[src/sv/i2c_register_file_slave_top_assert.svh]
// Assertion macros for the I2C register file slave.
// Included by the top level; relies on clk and arst_n in the including scope.
`ifndef I2C_REGISTER_FILE_SLAVE_TOP_ASSERT_SVH
`define I2C_REGISTER_FILE_SLAVE_TOP_ASSERT_SVH

// same-cycle implication, checked out of reset
`define RF_ASSERT_SAME(label, ante, cons) \
	label: assert property (@(posedge clk) disable iff (!arst_n) (ante) |-> (cons)) \
		else $error("i2c register file slave: check failed");

// next-cycle implication, checked out of reset
`define RF_ASSERT_NEXT(label, ante, cons) \
	label: assert property (@(posedge clk) disable iff (!arst_n) (ante) |=> (cons)) \
		else $error("i2c register file slave: check failed");

`endif

[src/sv/i2crf_pkg.sv]
// Shared types and constants for the I2C register file slave.
// No dependencies; used by i2crf_ctrl, i2crf_dpath and the top level.
package i2crf_pkg;

	localparam int unsigned RF_REG_COUNT = 256;
	localparam int unsigned ADDR_W       = 7;
	localparam int unsigned BYTE_W       = 8;

	// register map defaults
	localparam logic [7:0] MODE1_IDX      = 8'h00;
	localparam logic [7:0] MODE2_IDX      = 8'h01;
	localparam logic [7:0] PRESCALE_IDX   = 8'hFE;
	localparam logic [7:0] MODE1_RST      = 8'h11;
	localparam logic [7:0] MODE2_RST      = 8'h04;
	localparam logic [7:0] PRESCALE_RST   = 8'h1E;
	localparam int unsigned AUTO_INC_BIT  = 5;
	localparam logic [ADDR_W-1:0] DEV_ADDR_RST = 7'd64;

	// reply kinds
	localparam logic KIND_ACK  = 1'b0;
	localparam logic KIND_READ = 1'b1;
	localparam logic [7:0] ACK_DATA = 8'h01;

	// controller -> datapath
	typedef struct packed {
		logic load;     // capture request, apply stop and start
		logic emit;     // load the output register
		logic kind;     // reply kind for emit
		logic last;     // last reply of this request
		logic wr_op;    // pointer load or register store
		logic rd_bump;  // pointer advance after a read
	} cmd_t;

	// datapath -> controller
	typedef struct packed {
		logic hit;       // start matched the device address
		logic do_wr;     // selected and write byte present
		logic do_rd;     // selected and read requested
		logic out_free;  // output register can take a reply
	} sts_t;

	// value of a register entry that was never written since reset
	function automatic logic [7:0] reset_value(input logic [7:0] idx);
		logic [7:0] v;
		v = 8'h00;
		if (idx == MODE1_IDX)    v = MODE1_RST;
		if (idx == MODE2_IDX)    v = MODE2_RST;
		if (idx == PRESCALE_IDX) v = PRESCALE_RST;
		return v;
	endfunction

endpackage

[src/sv/i2crf_ctrl.sv]
// Request sequencer for the I2C register file slave.
// Depends on i2crf_pkg; drives i2crf_dpath through cmd_t and reads sts_t.
module i2crf_ctrl
	import i2crf_pkg::*;
(
	input  logic clk,
	input  logic arst_n,
	input  logic req_valid,
	output logic req_ready,
	input  sts_t sts,
	output cmd_t cmd
);

	typedef enum logic [2:0] {
		ST_IDLE,
		ST_START,
		ST_WRITE,
		ST_READ,
		ST_RDATA
	} state_t;

	state_t state_q, state_n;
	logic   rdy_q;

	assign req_ready = rdy_q;

	// next state and commands
	always_comb begin
		cmd     = '0;
		state_n = state_q;
		unique case (state_q)
			ST_IDLE: begin
				if (req_valid && rdy_q) begin
					cmd.load = 1'b1;
					state_n  = ST_START;
				end
			end
			ST_START: begin
				if (!sts.hit) begin
					state_n = ST_WRITE;
				end else if (sts.out_free) begin
					cmd.emit = 1'b1;
					cmd.kind = KIND_ACK;
					cmd.last = !(sts.do_wr || sts.do_rd);
					state_n  = ST_WRITE;
				end
			end
			ST_WRITE: begin
				if (!sts.do_wr) begin
					state_n = sts.do_rd ? ST_READ : ST_IDLE;
				end else if (sts.out_free) begin
					cmd.emit  = 1'b1;
					cmd.kind  = KIND_ACK;
					cmd.last  = !sts.do_rd;
					cmd.wr_op = 1'b1;
					state_n   = sts.do_rd ? ST_READ : ST_IDLE;
				end
			end
			// memory read data is registered
			ST_READ: begin
				state_n = ST_RDATA;
			end
			ST_RDATA: begin
				if (sts.out_free) begin
					cmd.emit    = 1'b1;
					cmd.kind    = KIND_READ;
					cmd.last    = 1'b1;
					cmd.rd_bump = 1'b1;
					state_n     = ST_IDLE;
				end
			end
			default: begin
				state_n = ST_IDLE;
			end
		endcase
	end

	// state and registered ready
	always_ff @(posedge clk or negedge arst_n) begin
		if (!arst_n) begin
			state_q <= ST_IDLE;
			rdy_q   <= 1'b1;
		end else begin
			state_q <= state_n;
			rdy_q   <= (state_n == ST_IDLE);
		end
	end

endmodule

[src/sv/i2crf_dpath.sv]
// Datapath for the I2C register file slave: register file, pointer, selection, output register.
// Depends on i2crf_pkg; commanded by i2crf_ctrl.
module i2crf_dpath
	import i2crf_pkg::*;
#(
	parameter int unsigned REGISTER_COUNT = RF_REG_COUNT
) (
	input  logic              clk,
	input  logic              arst_n,
	input  cmd_t              cmd,
	output sts_t              sts,
	input  logic              cfg_we,
	input  logic [ADDR_W-1:0] cfg_data,
	input  logic              stop_flag,
	input  logic              start_flag,
	input  logic              write_flag,
	input  logic              read_flag,
	input  logic [7:0]        address_byte,
	input  logic [7:0]        data_byte,
	output logic              out_valid,
	input  logic              out_ready,
	output logic              out_kind,
	output logic [7:0]        out_address,
	output logic [7:0]        out_data,
	output logic              out_last
);

	localparam int unsigned PTR_W = $clog2(REGISTER_COUNT);

	// register file; unwritten entries read as their reset value
	logic [7:0]       regs_q [REGISTER_COUNT];
	logic [REGISTER_COUNT-1:0] written_q;
	logic [7:0]       rdata_q;
	logic             rvalid_q;

	logic [ADDR_W-1:0] dev_addr_q;
	logic [PTR_W-1:0]  ptr_q;
	logic              sel_q;
	logic [7:0]        sel_addr_q;
	logic              ploaded_q;
	logic              auto_inc_q;
	logic              hit_q;
	logic              wr_q;
	logic              rd_q;
	logic [7:0]        wdata_q;

	logic              out_valid_q;
	logic              out_kind_q;
	logic              out_last_q;
	logic [7:0]        out_addr_q;
	logic [7:0]        out_data_q;

	logic              match;
	logic              wr_inc;
	logic [7:0]        rd_value;

	assign match    = (address_byte[7:1] == dev_addr_q);
	// a store to MODE1 sets the increment for its own pointer advance
	assign wr_inc   = (ptr_q == '0) ? wdata_q[AUTO_INC_BIT] : auto_inc_q;
	assign rd_value = rvalid_q ? rdata_q : reset_value(8'(ptr_q));

	assign sts.hit      = hit_q;
	assign sts.do_wr    = sel_q && wr_q;
	assign sts.do_rd    = sel_q && rd_q;
	assign sts.out_free = !out_valid_q || out_ready;

	assign out_valid   = out_valid_q;
	assign out_kind    = out_kind_q;
	assign out_last    = out_last_q;
	assign out_address = out_addr_q;
	assign out_data    = out_data_q;

	// device address register
	always_ff @(posedge clk or negedge arst_n) begin
		if (!arst_n) begin
			dev_addr_q <= DEV_ADDR_RST;
		end else if (cfg_we) begin
			dev_addr_q <= cfg_data;
		end
	end

	// selection, pointer and message flags
	always_ff @(posedge clk or negedge arst_n) begin
		if (!arst_n) begin
			sel_q      <= 1'b0;
			sel_addr_q <= '0;
			ploaded_q  <= 1'b0;
			ptr_q      <= '0;
			auto_inc_q <= MODE1_RST[AUTO_INC_BIT];
			hit_q      <= 1'b0;
			wr_q       <= 1'b0;
			rd_q       <= 1'b0;
		end else begin
			if (cmd.load) begin
				wr_q  <= write_flag;
				rd_q  <= read_flag;
				hit_q <= start_flag && match;
				if (start_flag) begin
					sel_q      <= match;
					sel_addr_q <= match ? address_byte : 8'h00;
				end else if (stop_flag) begin
					sel_q      <= 1'b0;
					sel_addr_q <= 8'h00;
				end
				if (stop_flag) begin
					ploaded_q <= 1'b0;
				end
			end
			if (cmd.wr_op) begin
				if (!ploaded_q) begin
					ptr_q     <= PTR_W'(wdata_q);
					ploaded_q <= 1'b1;
				end else begin
					if (ptr_q == '0) begin
						auto_inc_q <= wdata_q[AUTO_INC_BIT];
					end
					if (wr_inc) begin
						ptr_q <= ptr_q + 1'b1;
					end
				end
			end
			if (cmd.rd_bump && auto_inc_q) begin
				ptr_q <= ptr_q + 1'b1;
			end
		end
	end

	// message data byte
	always_ff @(posedge clk) begin
		if (cmd.load) begin
			wdata_q <= data_byte;
		end
	end

	// written flags for the register file
	always_ff @(posedge clk or negedge arst_n) begin
		if (!arst_n) begin
			written_q <= '0;
		end else if (cmd.wr_op && ploaded_q) begin
			written_q[ptr_q] <= 1'b1;
		end
	end

	// register file write port and registered read port
	always_ff @(posedge clk) begin
		if (cmd.wr_op && ploaded_q) begin
			regs_q[ptr_q] <= wdata_q;
		end
		rdata_q  <= regs_q[ptr_q];
		rvalid_q <= written_q[ptr_q];
	end

	// output register control
	always_ff @(posedge clk or negedge arst_n) begin
		if (!arst_n) begin
			out_valid_q <= 1'b0;
		end else if (cmd.emit) begin
			out_valid_q <= 1'b1;
		end else if (out_ready) begin
			out_valid_q <= 1'b0;
		end
	end

	// output register payload
	always_ff @(posedge clk) begin
		if (cmd.emit) begin
			out_kind_q <= cmd.kind;
			out_last_q <= cmd.last;
			out_addr_q <= sel_addr_q;
			out_data_q <= (cmd.kind == KIND_READ) ? rd_value : ACK_DATA;
		end
	end

endmodule

[src/sv/i2c_register_file_slave_top.sv]
// I2C register file slave, top level: stream ports, sequencer and datapath.
// Depends on i2crf_pkg, i2crf_ctrl, i2crf_dpath and i2c_register_file_slave_top_assert.svh.
//
// Takes one I2C bus message per request (stop, start, write, read, handled in that order)
// and returns up to three replies: start acknowledge, write acknowledge, read data, the
// final one marked with tlast. A 256-byte register file is written with auto-increment
// under MODE1 bit 5; after reset MODE1, MODE2 and the prescaler read their defaults. One
// message is handled at a time, and the output can stall it. The sequencer issues one reply
// per cycle while the output is not stalled, and a read waits on the registered register
// file port. No clearing pass is needed after reset.
module i2c_register_file_slave_top
	import i2crf_pkg::*;
#(
	parameter int unsigned REGISTER_COUNT = RF_REG_COUNT
) (
	input  logic              clk,
	input  logic              arst_n,
	input  logic              cfg_we,
	input  logic [ADDR_W-1:0] cfg_data,   // device_address
	input  logic              s_tvalid,
	output logic              s_tready,
	input  logic [15:0]       s_tdata,    // address_byte, data_byte
	input  logic [3:0]        s_tuser,    // stop_flag, start_flag, write_flag, read_flag
	output logic              m_tvalid,
	input  logic              m_tready,
	output logic [15:0]       m_tdata,    // reply_address, reply_data
	output logic [0:0]        m_tuser,    // reply_kind
	output logic              m_tlast     // last_reply
);

	cmd_t cmd;
	sts_t sts;

	i2crf_ctrl u_ctrl (
		.clk       (clk),
		.arst_n    (arst_n),
		.req_valid (s_tvalid),
		.req_ready (s_tready),
		.sts       (sts),
		.cmd       (cmd)
	);

	i2crf_dpath #(
		.REGISTER_COUNT (REGISTER_COUNT)
	) u_dpath (
		.clk          (clk),
		.arst_n       (arst_n),
		.cmd          (cmd),
		.sts          (sts),
		.cfg_we       (cfg_we),
		.cfg_data     (cfg_data),
		.stop_flag    (s_tuser[0]),
		.start_flag   (s_tuser[1]),
		.write_flag   (s_tuser[2]),
		.read_flag    (s_tuser[3]),
		.address_byte (s_tdata[7:0]),
		.data_byte    (s_tdata[15:8]),
		.out_valid    (m_tvalid),
		.out_ready    (m_tready),
		.out_kind     (m_tuser[0]),
		.out_address  (m_tdata[7:0]),
		.out_data     (m_tdata[15:8]),
		.out_last     (m_tlast)
	);

	// checks
	`include "i2c_register_file_slave_top_assert.svh"

	`RF_ASSERT_NEXT(a_one_request, s_tvalid && s_tready, !s_tready)
	`RF_ASSERT_SAME(a_read_is_last, m_tvalid && m_tuser[0], m_tlast)
	`RF_ASSERT_SAME(a_ack_data, m_tvalid && !m_tuser[0], m_tdata[15:8] == ACK_DATA)

endmodule

[config.mk]
export PLATFORM = sky130hd
export DESIGN_NAME = i2c_register_file_slave_top
export DESIGN_NICKNAME = d
export VERILOG_FILES = /design/src/sv/i2crf_pkg.sv /design/src/sv/i2crf_ctrl.sv /design/src/sv/i2crf_dpath.sv /design/src/sv/i2c_register_file_slave_top.sv
export VERILOG_INCLUDE_DIRS = /design/src /design/src/sv
export SDC_FILE = /design/constraint.sdc
export NUM_CORES = 2
export LEC_CHECK = 0
export BUFFER_PORTS_ARGS = -buffer_cell sky130_fd_sc_hd__buf_2
export CORE_UTILIZATION = 47
export DETAILED_ROUTE_END_ITERATION = 16
export GPL_ROUTABILITY_DRIVEN = 1
export PLACE_DENSITY_LB_ADDON = 0.1
export SLEW_MARGIN = 20
export SYNTH_ARGS = -nofsm -noshare
export SYNTH_HDL_FRONTEND = slang
export SYNTH_SLANG_ARGS = --single-unit
[constraint.sdc]
create_clock -name clk -period 5.5 [get_ports clk]
set_input_delay 0.55 -clock clk [delete_from_list [all_inputs] [get_ports clk]]
set_output_delay 0.55 -clock clk [all_outputs]
set_load 0.05 [all_outputs]
==> flow_summary.json <==
{
  "io_pins": 52,
  "fp.dieW_um": 443,
  "grt_setup_unrepaired": "false",
  "portBuffers": 51,
  "period_needed_ns": 4.24,
  "syn_inst": 4446,
  "fmax_ghz": 0.236,
  "grt_max_degree": 183,
  "critical_path.startpoint": "u_dpath.ptr_q[0]",
  "drtIter0Drc": 4866,
  "wire_per_inst_um": 32.5,
  "hold_viol": 0,
  "clkTransAtPathRegs_ns": 0.06,
  "synth_most_common_cell": "edfxtp_1",
  "r2r-start": "u_dpath.ptr_q[0]",
  "yosysTopAreaCellShare": 0.682,
  "antenna_found_initial": 10,
  "drc": 0,
  "max_stage_delay_ns": 0.95,
  "worstSetupStartpointType": "flip-flop",
  "yosysSeqAreaShare": 0.763,
  "syn_nets": 4482,
  "setup_viol": 0,
  "wirelength_mm": 238,
  "r2r_slack_ns": 1.26,
  "ys.flop_type": "edfxtp_1",
  "crit_chain": "buf_12 > buf_4 > mux4_2 > a22oi_1 > a21oi_1 > o41ai_2 > buf_4 > nand4_1",
  "crit_slowest_cell": "dfrtp_4",
  "power.density_nw_per_um2": 389,
  "min_path_type": "primary input to flip-flop",
  "layout-drive-gt1-share": 0.244,
  "root_buffer": "clkbuf_16",
  "dr.pass1.iters": 5,
  "maxCapViolCount": 0,
  "clock_sinks": 2373,
  "ys_seq_elements": 2373,
  "r2r_end": "u_dpath.rdata_q[7]",
  "ctsResizeCount": 0,
  "clkLatencyLatePin_ns": 0.87,
  "nNetsFinal": 4612,
  "fin_crit_sh": 0.772,
  "cp_data_required_time_ns": 6.19,
  "cp_common_cell": "buf_4",
  "area_growth_pct": 12.7,
  "avgSynthCellArea_um2": 20.5,
  "die_h_um": 443,
  "synth_area_um2": 91400,
  "dp_hpwl_mm": 134,
  "cp.depth": 8,
  "place_area_um2": 94900,
  "fin_skew_ns": 0.0339,
  "grt_pass1_wl_mm": 341,
  "gp_congestion": 0.796,
  "grt.total_usage": 0.243,
  "n_fill_cell": 14800,
  "core_area_um2": 193000,
  "multiInputGateArea_um2": 20400,
  "start_util": 0.474,
  "grt_pass1_vias": 46000,
  "cpLargestDelayFamily": "compound AO/OA/AOI/OAI gates",
  "dieArea_um2": 196000,
  "routed-via-count": 45200,
  "reg2regPathDepth": 8,
  "cp-endpoint": "u_dpath.rdata_q[7]",
  "slew_viol_final": 0,
  "netlist_top_cells_count": "2,074 x edfxtp_1, 576 x mux4_2, 288 x a22oi_1, 288 x dfrtp_1, 267 x nor2_1",
  "p_leak_nw": 33.2,
  "ir_drop_uv": 358,
  "post_drt_via_cell_ratio": 6.18,
  "grt_overflow": 0,
  "htreeDepth": 4,
  "relSlewSlack": 0.267,
  "status": "finished, final reports clean",
  "end_kind": "flip-flop",
  "crit_arrival_ns": 4.94,
  "critPathKind": "flip-flop to flip-flop",
  "synth_edf_count": 2074,
  "cts_tree": "yes",
  "synth_area_leader_cell": "edfxtp_1",
  "cts_buffer_depth": 3,
  "final.setup.tns_ns": 0,
  "tightest_slew_ns": 1.08,
  "crit_fanout": 35,
  "yosys_warnings": 0,
  "seqCellArea_um2": 69700,
  "final_cell_area_um2": 103000,
  "drtAntennaViolNets": 0,
  "rows": 161,
  "cts_setup_buffers": 0,
  "synth_area_leaders": "edfxtp_1 68%, mux4_2 14%, dfrtp_1 7.9%, a22oi_1 2.4%, o21bai_1 2.0%",
  "cp_num_buf_inv": 3,
  "cts_buffers": 238,
  "async_flop_share": 0.122,
  "ys_types": 57
}
logic make-up (layout without fill, tap and decap cells):
kind of cell	after synthesis	after routing	share of synthesized area
other cells	0	3	0
compound gates	760	760	0.0589
fa+ha+maj	4	4	0.000548
mux	586	586	0.143
buf+inv	327	663	0.0155
simple gates	389	389	0.0181
xor+xnor	7	7	0.000671
flops	2373	2373	0.763
per-stage QoR:
stage	utilization	setup slack [ns]	hold slack, ns	std cells	power (mW)
detailed placement	0.492	1.04	0.421	6836	24.3
CTS	0.534	1.02	0.0358	7308	40.4
global placement	0.492	0.964	0.422	6836	24.2
global route	0.534	1.12	0.0847	7309	41.2
finish	0.534	1.26	0.111	7311	40.1
floorplan	-	0.854	0.254	4446	23.0
worst reg2reg max path, delay by kind of cell (launching register included):
kind / cells / cell delay, ns
buffers and inverters: 3 / 1.06
AND/OR/NAND/NOR: 1 / 0.08
multiplexers: 1 / 0.60
flip-flops: 1 / 0.95
AO/OA/AOI/OAI: 3 / 1.40
what timing repair did:
action / 4_1_cts / 5_1_grt
hold buffers: 26 / 0
endpoints found under the hold margin: 91 / 0
endpoints found under the setup margin: 0 / 0
where the power goes:
part	leakage (nW)	switching (mW)	internal [mW]	total (mW)
Sequential	22.7	0.136	20.6	20.7
Combinational	6.61	2.27	0.825	3.10
Clock	3.81	6.79	9.45	16.2
Total	33.2	9.20	30.9	40.1
sequential cells by signal, indices dropped and copies added, names as in the netlist, 3 cells and up:
register,flops
u_dpath.regs_q,2048
u_dpath.written_q,256
u_dpath.out_address,8
u_dpath.out_data,8
u_dpath.ptr_q,8
u_dpath.rdata_q,8
u_dpath.sel_addr_q,8
u_dpath.wdata_q,8
u_dpath.dev_addr_q,7
u_ctrl.state_q,3
placed cells by master (no fill, tap or decap), types with 15 or more instances in the layout:
cell           instances
or2_2                 20
o21bai_1             240
mux4_2               576
nand4_1               17
dfrtp_1              286
nor2_1               266
nand2_1               29
clkinv_2              37
nand2_4               15
o41ai_1               28
bufinv_16             23
buf_4                105
buf_2                 50
a22oi_1              288
clkbuf_16            244
buf_12                25
edfxtp_1            2074
clkinv_1              45
clkbuf_1              59
clkbuf_8              22
a21oi_1              151
dlygate4sd3_1         26
layout make-up:
class / count / area share
antenna: 3 / 0.0000729
clock buffer: 325 / 0.0644
clock inverter: 121 / 0.0115
inverter: 10 / 0.000364
multi-input combinational: 1746 / 0.198
sequential: 2373 / 0.677
tap: 2526 / 0.0307
timing repair buffer: 207 / 0.0176
worst min path at each step:
| stage | startpoint | depth (start not counted) | end | slack (ns) |
|---|---|---|---|---|
| global placement | arst_n | 1 | u_dpath.dev_addr_q[0] | 0.42 |
| CTS | cfg_we | 2 | u_dpath.dev_addr_q[0] | 0.04 |
| finish | cfg_we | 2 | u_dpath.dev_addr_q[4] | 0.11 |
| global route | cfg_we | 2 | u_dpath.dev_addr_q[0] | 0.08 |
| floorplan | arst_n | 0 | u_ctrl.state_q[0] | 0.25 |
| detailed placement | arst_n | 1 | u_dpath.dev_addr_q[0] | 0.42 |
routing by layer:
layer | up-vias | GRT usage | wire [um]
met5 | - | 0 | 33
met4 | 6 | 0.0784 | 7030
met3 | 376 | 0.0509 | 17200
met2 | 1768 | 0.371 | 112000
met1 | 24300 | 0.354 | 102000
li1 | 18700 | - | -
Note: power is estimated with default switching activity, not from simulation.
